[src/qwmi_pkg.sv]
`timescale 1ns / 1ps
`default_nettype none
// ----------------------------------------------------------------------------
// qwmi_pkg
// Constants, types and helpers shared by the middle-insert queue.
// ----------------------------------------------------------------------------
package qwmi_pkg;

   localparam int QUEUE_DEPTH = 1024;
   localparam int HALF_DEPTH  = (QUEUE_DEPTH + 1) / 2;
   localparam int ADDR_W      = (HALF_DEPTH > 1) ? $clog2(HALF_DEPTH) : 1;
   localparam int FILL_W      = $clog2(HALF_DEPTH + 1);

   localparam logic [1:0] OP_PUSH_BACK = 2'd0;
   localparam logic [1:0] OP_PUSH_MID  = 2'd1;
   localparam logic [1:0] OP_POP       = 2'd2;

   localparam logic [1:0] ST_OK    = 2'd0;
   localparam logic [1:0] ST_EMPTY = 2'd1;
   localparam logic [1:0] ST_FULL  = 2'd2;

   typedef logic signed [31:0] value_type;
   typedef logic [ADDR_W-1:0]  addr_type;
   typedef logic [FILL_W-1:0]  fill_type;

   // Memory accesses and pointer updates for one transaction
   typedef struct packed {
      logic        fr_rd;
      addr_type    fr_rd_addr;
      logic        fr_wr;
      addr_type    fr_wr_addr;
      logic        fr_wr_move;
      logic        br_rd;
      addr_type    br_rd_addr;
      logic        br_wr;
      addr_type    br_wr_addr;
      logic        rsp_en;
      logic [1:0]  status;
      logic        pop;
      addr_type    fh_next;
      fill_type    ff_next;
      addr_type    bh_next;
      fill_type    bf_next;
      fill_type    ff_now;
      fill_type    bf_now;
   } plan_type;

   function automatic addr_type wrap_add(input addr_type addr, input fill_type fill);
      logic [FILL_W:0] sum;
      sum = (FILL_W+1)'(addr) + {1'b0, fill};
      if (sum >= (FILL_W+1)'(HALF_DEPTH)) begin
         sum = sum - (FILL_W+1)'(HALF_DEPTH);
      end
      return sum[ADDR_W-1:0];
   endfunction

   function automatic addr_type wrap_inc(input addr_type addr);
      return (addr == ADDR_W'(HALF_DEPTH - 1)) ? '0 : addr + 1'b1;
   endfunction

   function automatic addr_type wrap_dec(input addr_type addr);
      return (addr == '0) ? ADDR_W'(HALF_DEPTH - 1) : addr - 1'b1;
   endfunction

endpackage
`default_nettype wire

[src/qwmi_ptr.sv]
`timescale 1ns / 1ps
`default_nettype none
// ----------------------------------------------------------------------------
// qwmi_ptr
// Ring head and fill registers, and the access plan for the next command.
// ----------------------------------------------------------------------------
module qwmi_ptr (
   input  wire                 logic clock,
   input  wire                 logic reset,
   input  wire                 logic [1:0] opcode,
   input  wire                 logic commit,
   input  wire qwmi_pkg::plan_type   commit_plan,
   output      qwmi_pkg::plan_type   plan
);
   import qwmi_pkg::*;

   addr_type fh_ff, bh_ff;
   fill_type ff_ff, bf_ff;
   logic     full;
   logic     even;

   always_ff @(posedge clock) begin
      if (reset) begin
         fh_ff <= '0;
         ff_ff <= '0;
         bh_ff <= '0;
         bf_ff <= '0;
      end else if (commit) begin
         fh_ff <= commit_plan.fh_next;
         ff_ff <= commit_plan.ff_next;
         bh_ff <= commit_plan.bh_next;
         bf_ff <= commit_plan.bf_next;
      end
   end

   assign full = ({1'b0, ff_ff} + {1'b0, bf_ff}) >= (FILL_W+1)'(QUEUE_DEPTH);
   assign even = (ff_ff == bf_ff);

   always_comb begin
      plan            = '0;
      plan.fh_next    = fh_ff;
      plan.ff_next    = ff_ff;
      plan.bh_next    = bh_ff;
      plan.bf_next    = bf_ff;
      plan.ff_now     = ff_ff;
      plan.bf_now     = bf_ff;
      plan.fr_rd_addr = fh_ff;
      plan.fr_wr_addr = wrap_add(fh_ff, ff_ff);
      plan.br_rd_addr = bh_ff;
      plan.br_wr_addr = wrap_add(bh_ff, bf_ff);
      plan.status     = ST_OK;
      case (opcode)
         OP_PUSH_BACK: begin
            if (full) begin
               plan.rsp_en = 1'b1;
               plan.status = ST_FULL;
            end else if (even && bf_ff == '0) begin
               plan.fr_wr   = 1'b1;
               plan.ff_next = ff_ff + 1'b1;
            end else if (even) begin
               // shift the back head into the front, then append to the back
               plan.br_rd      = 1'b1;
               plan.fr_wr      = 1'b1;
               plan.fr_wr_move = 1'b1;
               plan.br_wr      = 1'b1;
               plan.bh_next    = wrap_inc(bh_ff);
               plan.ff_next    = ff_ff + 1'b1;
            end else begin
               plan.br_wr   = 1'b1;
               plan.bf_next = bf_ff + 1'b1;
            end
         end
         OP_PUSH_MID: begin
            if (full) begin
               plan.rsp_en = 1'b1;
               plan.status = ST_FULL;
            end else if (even) begin
               plan.fr_wr   = 1'b1;
               plan.ff_next = ff_ff + 1'b1;
            end else begin
               plan.br_wr      = 1'b1;
               plan.br_wr_addr = wrap_dec(bh_ff);
               plan.bh_next    = wrap_dec(bh_ff);
               plan.bf_next    = bf_ff + 1'b1;
            end
         end
         OP_POP: begin
            plan.rsp_en = 1'b1;
            if (ff_ff == '0) begin
               plan.status = ST_EMPTY;
            end else begin
               plan.pop     = 1'b1;
               plan.fr_rd   = 1'b1;
               plan.fh_next = wrap_inc(fh_ff);
               if ((ff_ff - 1'b1) < bf_ff) begin
                  // rebalance: front count stays, back head moves over
                  plan.br_rd      = 1'b1;
                  plan.fr_wr      = 1'b1;
                  plan.fr_wr_move = 1'b1;
                  plan.bh_next    = wrap_inc(bh_ff);
                  plan.bf_next    = bf_ff - 1'b1;
               end else begin
                  plan.ff_next = ff_ff - 1'b1;
               end
            end
         end
         default: begin
            plan.rsp_en = 1'b0;
         end
      endcase
   end

endmodule
`default_nettype wire

[config.mk]
export PLATFORM = sky130hd
export DESIGN_NAME = qwmi_ptr
export DESIGN_NICKNAME = d
export VERILOG_FILES = /design/src/qwmi_pkg.sv /design/src/qwmi_ptr.sv
export SDC_FILE = /design/constraint.sdc
export NUM_CORES = 1
export LEC_CHECK = 0
export BUFFER_PORTS_ARGS = -buffer_cell sky130_fd_sc_hd__buf_2
export CAP_MARGIN = 10
export CELL_PAD_IN_SITES_DETAIL_PLACEMENT = 2
export CELL_PAD_IN_SITES_GLOBAL_PLACEMENT = 2
export CORE_ASPECT_RATIO = 1.2
export CORE_MARGIN = 2
export CORE_UTILIZATION = 25
export DETAILED_ROUTE_END_ITERATION = 10
export PLACE_DENSITY_LB_ADDON = 0.1
export SYNTH_ARGS = -nofsm -noshare
export SYNTH_HDL_FRONTEND = slang
export SYNTH_SLANG_ARGS = --single-unit
[constraint.sdc]
create_clock -name clock -period 6.26 [get_ports clock]
set_clock_uncertainty 0.15 [all_clocks]
set_input_delay 1.878 -clock clock [delete_from_list [all_inputs] [get_ports clock]]
set_output_delay 1.878 -clock clock [all_outputs]
set_load 0.01 [all_outputs]
==> results.txt, run 1 <==
----------------------------------------------------
[Worst setup path]
  Classification of the worst setup path ... input port to output port
  Sort of element at the start of the critical path ... input port
  Family of cells with the greatest summed delay on the critical path ... simple AND/OR/NAND/NOR gates
  Max incr delay on CP ... 0.63 ns
  Count of buffer and inverter cells on the critical path ... 3
  Cell type of the slowest stage on the worst timing path ... sky130_fd_sc_hd__or3_1
  Cell count of the worst reg-to-reg path ... 2
  Startpoint of the worst setup timing path ... opcode[1]
  Worst setup EP type ... output port
  Worst endpoint data arrival time ... 3.90 ns
  Worst Path Max Fanout ... 14
  Required time of the worst setup path ... 4.23 ns
  Endpoint of the lowest-slack register-to-register path ... ff_ff[7]$_SDFFE_PP0P_
  Flop2flop setup slack ... 5.10 ns
  Worst path cell trace ... buf_2 > inv_1 > nand2_1 > or3_1 > nand2_1 > o22ai_1 > a221o_1 > buf_2
  Startpoint of the worst-slack reg-to-reg timing path ... ff_ff[7]$_SDFFE_PP0P_
  Critical path capture point ... plan[38]
  Number of cells on the critical path ... 8

[Clocking]
  Library cell used as clock root buffer ... sky130_fd_sc_hd__clkbuf_16
  CTS tree ... yes
  CTS HTree Levels ... 2
  Number of buffers added for setup after CTS ... 0
  Number of clock buffers inserted by TritonCTS ... 5
  Clock Path Buffers ... 2
  Clock network latency to the later pin of the worst-skew pair ... 0.29 ns
  Clock sink total ... 38
  CTS clock-pin slew for the worst setup and hold paths ... 0.07 ns

[Pwr]
  Fraction of power spent switching nets ... 40.6%
  Leakage component of the power ... 2.79 nW
  Power density of the placed cells ... 187 nW/um^2
  Share of power burned in the clock network ... 27.6%
  Worst vdd ir ... 0.0925 mV
  Internal power ... 0.608 mW
  Combinational group share of total power ... 44.3%
  Share of power burned in registers ... 28.1%
  NetSw ... 0.416 mW

[Drt]
  Vias per cell ... 5.07
  Vias post-DR ... 4631
  Number of nets with antenna violations after detailed routing ... 0
  Detailed Route Iter0 Violations ... 104
  DR DRC count ... 0
  Routed wire length ... 18800 um
  First-pass iteration count of the detailed router ... 4
  Wire length per cell ... 20.5 um

[Synth]
  Syn Inst Count ... 546
  Count of flip-flops with a built-in enable after synthesis ... 0
  Cell variety after synth ... 60
  Mapped Nets ... 702
  Most used DFF post-synth ... sky130_fd_sc_hd__dfxtp_1
  Number of register bits inferred by synthesis ... 38
  Biggest area consumer among synthesized cells ... sky130_fd_sc_hd__dfxtp_1
  Mapped cell area ... 4190 sq um
  Synth warnings ... 0
  Syn Area/Cell ... 7.67 sq um
  Most area-consuming cells after synthesis ... sky130_fd_sc_hd__dfxtp_1, sky130_fd_sc_hd__ha_1, sky130_fd_sc_hd__mux2i_1
  Share of the yosys chip area belonging to registers ... 18.2%
  Synth async-reset ratio ... 0%
  Top-area cell type share of the netlist area ... 18.2%

[STA]
  Count of final setup violators ... 0
  Ratio of final minimum period to clock period ... 94.7%
  RSZ-0062 raised after global routing ... no
  Hold violation total from the final report ... 0
  Measured slew at the worst slew-check pin ... 0.849 ns
  Maximum clock frequency ... 0.169 GHz
  Final critical path time including I/O delays and setup ... 5.93 ns
  Max-slew violation total from the final report ... 0
  Aggregate negative setup slack ... 0 ns
  Normalized max-slew margin ... 43.4%

[Floorplan]
  # IOs ... 211
  Chip Height ... 146 um
  Die area ... 17800 sq um
  Floorplan core area ... 16300 sq um
  Count of standard-cell rows ... 51
  Die width ... 122 um
  Initial core utilization ... 25.6%

[Global route]
  Combined global-route utilization of all metal layers ... 21.3%
  Largest net degree at the start of global routing ... 39
  First-pass GRT wire length ... 29300 um
  Antenna violations before repair ... 0
  Via count of the first global-routing pass ... 5131
  GRT Residual Overflow ... 0

[Run status]
  Run status ... completed

[Finish]
  Area Growth Syn to Fin ... 30.4%
  Post-layout nets ... 856
  Filler-free cell count of the finished design ... 913
  Most common cell after layout, fill and taps aside ... sky130_fd_sc_hd__buf_2
  Filler Cell Count ... 1999
  Top library cells by usage in the layout, fill and taps aside ... sky130_fd_sc_hd__buf_2, sky130_fd_sc_hd__nor2_1, sky130_fd_sc_hd__ha_1
  Area taken by flip-flops and latches ... 761 sq um
  Multi-input logic area ... 3230 sq um
  Ant diodes ... 0
  Fraction of layout instances using a drive strength above 1 ... 28.7%

[Place]
  Number of buffers inserted by port buffering ... 145
  Placed cell count ... 905
  Half-perimeter wire length after placement ... 14700 um
  Weighted congestion reported at the end of routability-driven placement ... 0.854

[Worst hold path]
  Min-delay worst type ... flop to flop

[Run]
  Max-Cap Viols ... 0

----------------------------------------------------
==> metrics by stage <==
stage	power [mW]	cell area (sq um)	hold slack (ns)	worst slack (ns)	util, %
2_1_floorplan	0.553	4190	0.421	0.666	-
3_3_place_gp	0.733	5300	0.429	0.319	32.4
3_5_place_dp	0.747	5300	0.438	0.260	32.4
4_1_cts	1.04	5440	0.450	0.00418	33.3
5_1_grt	1.09	5460	0.485	0.0193	33.4
6_report	1.02	5460	0.445	0.335	33.4
==> power by group through the flow <==
| stage | combinational, mW | sequential [mW] | clock [mW] |
|---|---|---|---|
| after global placement | 0.440 | 0.292 | 0 |
| final | 0.453 | 0.288 | 0.283 |
| after global routing | 0.502 | 0.291 | 0.300 |
| after detailed placement | 0.454 | 0.293 | 0 |
| after floorplan | 0.264 | 0.288 | 0 |
| after CTS | 0.458 | 0.288 | 0.293 |
==> repair_timing <==
action,in CTS,in global routing
endpoints found under the setup margin,0,13
gates resized for setup,0,7
hold buffers,0,0
==> layout make-up <==
| type | count | area share (%) |
|---|---|---|
| Multi-Input combinational cell | 452 | 59.1 |
| Sequential cell | 38 | 13.9 |
| Tap cell | 212 | 4.86 |
| Clock buffer | 7 | 2.61 |
| Clock inverter | 1 | 0.0916 |
| Inverter | 27 | 1.86 |
| Timing Repair Buffer | 176 | 17.5 |
==> worst min-delay path by stage <==
stage	slack, ns	from	depth (start not counted)	endpoint
floorplan	0.42	fh_ff[7]$_SDFFE_PP0P_	2	fh_ff[7]$_SDFFE_PP0P_
global placement	0.43	bf_ff[9]$_SDFFE_PP0P_	2	bf_ff[9]$_SDFFE_PP0P_
detailed placement	0.44	fh_ff[7]$_SDFFE_PP0P_	2	fh_ff[7]$_SDFFE_PP0P_
CTS	0.45	bf_ff[9]$_SDFFE_PP0P_	2	bf_ff[9]$_SDFFE_PP0P_
global route	0.48	fh_ff[4]$_SDFFE_PP0P_	2	fh_ff[4]$_SDFFE_PP0P_
finish	0.44	bf_ff[9]$_SDFFE_PP0P_	2	bf_ff[9]$_SDFFE_PP0P_
==> synthesized netlist by cell type (5+ instances only) <==
cell                       count
sky130_fd_sc_hd__o21a_1        5
sky130_fd_sc_hd__xnor2_1      32
sky130_fd_sc_hd__a21oi_1      15
sky130_fd_sc_hd__o21ai_0      32
sky130_fd_sc_hd__or3_1         6
sky130_fd_sc_hd__a31oi_1       7
sky130_fd_sc_hd__nor3_1       18
sky130_fd_sc_hd__xor2_1       15
sky130_fd_sc_hd__inv_1        27
sky130_fd_sc_hd__nor4_1        7
sky130_fd_sc_hd__ha_1         45
sky130_fd_sc_hd__clkbuf_1     25
sky130_fd_sc_hd__and3_1       14
sky130_fd_sc_hd__dfxtp_1      38
sky130_fd_sc_hd__o211ai_1      6
sky130_fd_sc_hd__a21o_1        8
sky130_fd_sc_hd__a211oi_1      6
sky130_fd_sc_hd__mux2i_1      41
sky130_fd_sc_hd__nor2_1       77
sky130_fd_sc_hd__nand2_1      30
sky130_fd_sc_hd__nor2b_1       6
sky130_fd_sc_hd__nand3_1      20
==> tightest hold or removal path: cells and delay by family, from the launching register on <==
kind | cells | cell delay (ns)
flops | 1 | 0.36
mux | 1 | 0.14
simple gates | 1 | 0.05
==> kinds of logic after synthesis <==
group / Yosys count / share of synthesized area [%]
muxes: 42 / 10.1
adders and majority gates: 48 / 14.9
DFF: 38 / 18.2
buffers and inverters: 56 / 5.23
AOI/OAI and AO/OA: 110 / 17.6
and+or+nand+nor: 205 / 24.3
xor gates and xnor gates: 47 / 9.83
==> layer usage <==
layer / vias up / track usage (%) / share of wire (%)
met3: 21 / 3.02 / 3.2
met2: 98 / 38.8 / 52
met1: 2255 / 25.8 / 43
li1: 2257 / - / -
met5: - / 0 / 0
met4: 0 / 5.57 / 1.9
==> flip-flops by register name (all words and copies together), names as in the netlist <==
register  flops
ff_ff        10
fh_ff         9
bf_ff        10
bh_ff         9
No activity file was read; power rests on OpenSTA's default activity.
==> inputs of run 2 (changes only) <==
- ABC_AREA: not set -> 1
- CORE_UTILIZATION: 25 -> 24
==> results.txt, run 2 <==
----------------------------------------------------
[Run status]
  Run status ... completed

[Synth]
  Mapped cell area ... 5250 sq um
  Synth warnings ... 0
  Number of register bits inferred by synthesis ... 38
  Syn Inst Count ... 902
  Most used DFF post-synth ... sky130_fd_sc_hd__dfxtp_1
  Count of flip-flops with a built-in enable after synthesis ... 0
  Most repeated cell in the gate-level netlist after synthesis ... sky130_fd_sc_hd__nand2_1
  Syn Area/Cell ... 5.82 sq um
  Top-area cell type share of the netlist area ... 17.0%
  Share of the yosys chip area belonging to registers ... 14.5%
  Mapped Nets ... 1058
  Synth async-reset ratio ... 0%
  Biggest area consumer among synthesized cells ... sky130_fd_sc_hd__nand2_1
  Most area-consuming cells after synthesis ... sky130_fd_sc_hd__nand2_1, sky130_fd_sc_hd__dfxtp_1, sky130_fd_sc_hd__ha_1
  Synth top cells by count ... sky130_fd_sc_hd__nand2_1, sky130_fd_sc_hd__nor2_1, sky130_fd_sc_hd__inv_1, sky130_fd_sc_hd__nand3_1, sky130_fd_sc_hd__ha_1
  Cell variety after synth ... 41

[Drt]
  Detailed Route Iter0 Violations ... 218
  First-pass iteration count of the detailed router ... 4
  DR DRC count ... 0
  Routed wire length ... 25800 um
  Number of nets with antenna violations after detailed routing ... 0
  Vias post-DR ... 6641
  Wire length per cell ... 19.5 um
  Vias per cell ... 5.02

[Clocking]
  Library cell used as clock root buffer ... sky130_fd_sc_hd__clkbuf_16
  Clock Path Buffers ... 2
  Clock sink total ... 38
  CTS tree ... yes
  Number of clock buffers inserted by TritonCTS ... 5
  CTS HTree Levels ... 2
  Post-CTS Hold Buffers ... 0
  CTS clock-pin slew for the worst setup and hold paths ... 0.07 ns
  Number of instances resized during post-cts repair ... 0
  Number of buffers added for setup after CTS ... 0
  Clock network latency to the later pin of the worst-skew pair ... 0.30 ns

[Pwr]
  Leakage component of the power ... 3.41 nW
  Power density of the placed cells ... 193 nW/um^2
  Worst vdd ir ... 0.0891 mV
  Total power ... 1.26 mW

[Floorplan]
  Die width ... 139 um
  Chip Height ... 166 um
  Initial core utilization ... 24.3%
  Floorplan core area ... 21600 sq um
  Count of standard-cell rows ... 59
  # IOs ... 211
  Die area ... 23100 sq um

[Finish]
  Area Growth Syn to Fin ... 24.7%
  Fraction of layout instances using a drive strength above 1 ... 19.6%
  Ant diodes ... 0
  Top library cells by usage in the layout, fill and taps aside ... sky130_fd_sc_hd__nand2_1, sky130_fd_sc_hd__buf_2, sky130_fd_sc_hd__nor2_1
  Most common cell after layout, fill and taps aside ... sky130_fd_sc_hd__nand2_1
  Filler-free cell count of the finished design ... 1323
  Registers with the highest flip-flop counts ... bf_ff x10, ff_ff x10
  Post-layout nets ... 1204

[Global route]
  First-pass GRT wire length ... 40700 um
  Via count of the first global-routing pass ... 6975
  Combined global-route utilization of all metal layers ... 22.4%
  GRT Residual Overflow ... 0
  Largest net degree at the start of global routing ... 63
  Antenna violations before repair ... 0

[Worst setup path]
  Count of buffer and inverter cells on the critical path ... 3
  Cell count of the worst reg-to-reg path ... 2
  Startpoint of the worst setup timing path ... ff_ff[7]$_SDFFE_PP0P_
  Worst path cell trace ... inv_1 > nand3_1 > nor2_1 > nand2_1 > xor2_1 > inv_1 > ha_1 > nand2_1 > nor2_1 > nand3_1 > nand3_4 > nand2_2 > o21ai_0 > o21ai_0 > o21ai_0 > buf_2
  Flop2flop setup slack ... 4.74 ns
  Family of cells with the greatest summed delay on the critical path ... simple AND/OR/NAND/NOR gates
  Dominant cell type by count on the critical path ... sky130_fd_sc_hd__o21ai_0
  Startpoint of the worst-slack reg-to-reg timing path ... bf_ff[1]$_SDFFE_PP0P_
  Worst Path Max Fanout ... 10
  Number of cells on the critical path ... 16
  Max incr delay on CP ... 0.64 ns
  Classification of the worst setup path ... flop to output port
  Required time of the worst setup path ... 4.23 ns
  Worst setup EP type ... output port
  Endpoint of the lowest-slack register-to-register path ... bf_ff[1]$_SDFFE_PP0P_
  Cell type of the slowest stage on the worst timing path ... sky130_fd_sc_hd__dfxtp_1
  Sort of element at the start of the critical path ... flop
  Worst endpoint data arrival time ... 3.68 ns

[Place]
  Weighted congestion reported at the end of routability-driven placement ... 0.799
  Half-perimeter wire length after placement ... 20600 um
  Number of buffers inserted by port buffering ... 145
  Worst setup slack after placement ... 0.773 ns
  Placed cell count ... 1315

[Worst hold path]
  Min-delay worst type ... flop to flop
  Cell count of the worst hold path ... 2
  Hold endpoint ... fh_ff[8]$_SDFFE_PP0P_
  Worst Min Path Start ... fh_ff[8]$_SDFFE_PP0P_

[STA]
  Maximum clock frequency ... 0.175 GHz
  Final critical path time including I/O delays and setup ... 5.71 ns
  Aggregate negative setup slack ... 0 ns
  RSZ-0062 raised after global routing ... no
  Normalized max-slew margin ... 38.0%
  Ratio of final minimum period to clock period ... 91.2%
  Max-slew violation total from the final report ... 0
  Hold violation total from the final report ... 0
  Count of final setup violators ... 0
  Measured slew at the worst slew-check pin ... 0.930 ns
  Smallest hold slack ... 0.421 ns
  Final setup slack of the worst path ... 0.554 ns

[Run]
  Max-Cap Viols ... 0

----------------------------------------------------
==> run 2: cell types whose count changed after synthesis, moves of 14 or more <==
cell	change
sky130_fd_sc_hd__mux2i_1	-41
sky130_fd_sc_hd__nand4_1	+15
sky130_fd_sc_hd__nand2_1	+208
sky130_fd_sc_hd__nor2_1	+47
sky130_fd_sc_hd__inv_1	+66
sky130_fd_sc_hd__and3_1	-14
sky130_fd_sc_hd__a211oi_1	+28
sky130_fd_sc_hd__xnor2_1	-27
sky130_fd_sc_hd__a21oi_1	+24
sky130_fd_sc_hd__nand3_1	+73
==> run 2: per-stage QoR <==
stage               area [sq um]  utilization, %
floorplan                   5250               -
finish                      6540            30.3
global route                6540            30.3
CTS                         6540            30.3
global placement            6350            29.4
detailed placement          6350            29.4
==> run 2: kinds of logic (layout without fill, tap and decap cells) <==
family                     after synthesis  after routing  share of synthesized area, %
and+or+nand+nor                        509            509                          42.1
AOI/OAI and AO/OA                      142            142                          16.2
buffers and inverters                  138            285                          10.8
adders and majority gates               48             48                          11.9
DFF                                     38             38                          14.5
xor gates and xnor gates                27             27                          4.51
==> run 2: cell type report <==
type	instances	area (sq um)
Timing Repair Buffer	172	928
Sequential cell	38	761
Clock buffer	5	125
Fill cell	2794	15000
Inverter	105	397
Clock inverter	3	68.8
Multi-Input combinational cell	726	3920
Tap cell	274	343
==> run 2: worst max path at each step <==
stage | to | slack (ns)
2_1_floorplan | plan[62] | 1.40
3_3_place_gp | plan[68] | 0.78
3_5_place_dp | plan[68] | 0.77
4_1_cts | plan[39] | 0.53
5_1_grt | plan[39] | 0.18
6_report | plan[39] | 0.55
==> run 2: per-layer routing <==
metal  vias up  global-route usage (%)  wire, um
met5         -                       0         0
li1       3272                       -         -
met1      3241                    27.8     11400
met4         0                    4.79       395
met2       107                    41.8     13300
met3        21                    2.13       627
==> run 2: report_power, final <==
part | internal [mW] | switching [mW]
logic | 0.211 | 0.404
registers | 0.259 | 0.0314
clock network | 0.230 | 0.125
total | 0.699 | 0.561
==> run 2: worst register-to-register path, stage by stage, from the launching register on <==
cell and delay (ns):
sky130_fd_sc_hd__dfxtp_1 0.67, sky130_fd_sc_hd__inv_1 0.33, sky130_fd_sc_hd__a211oi_1 0.28
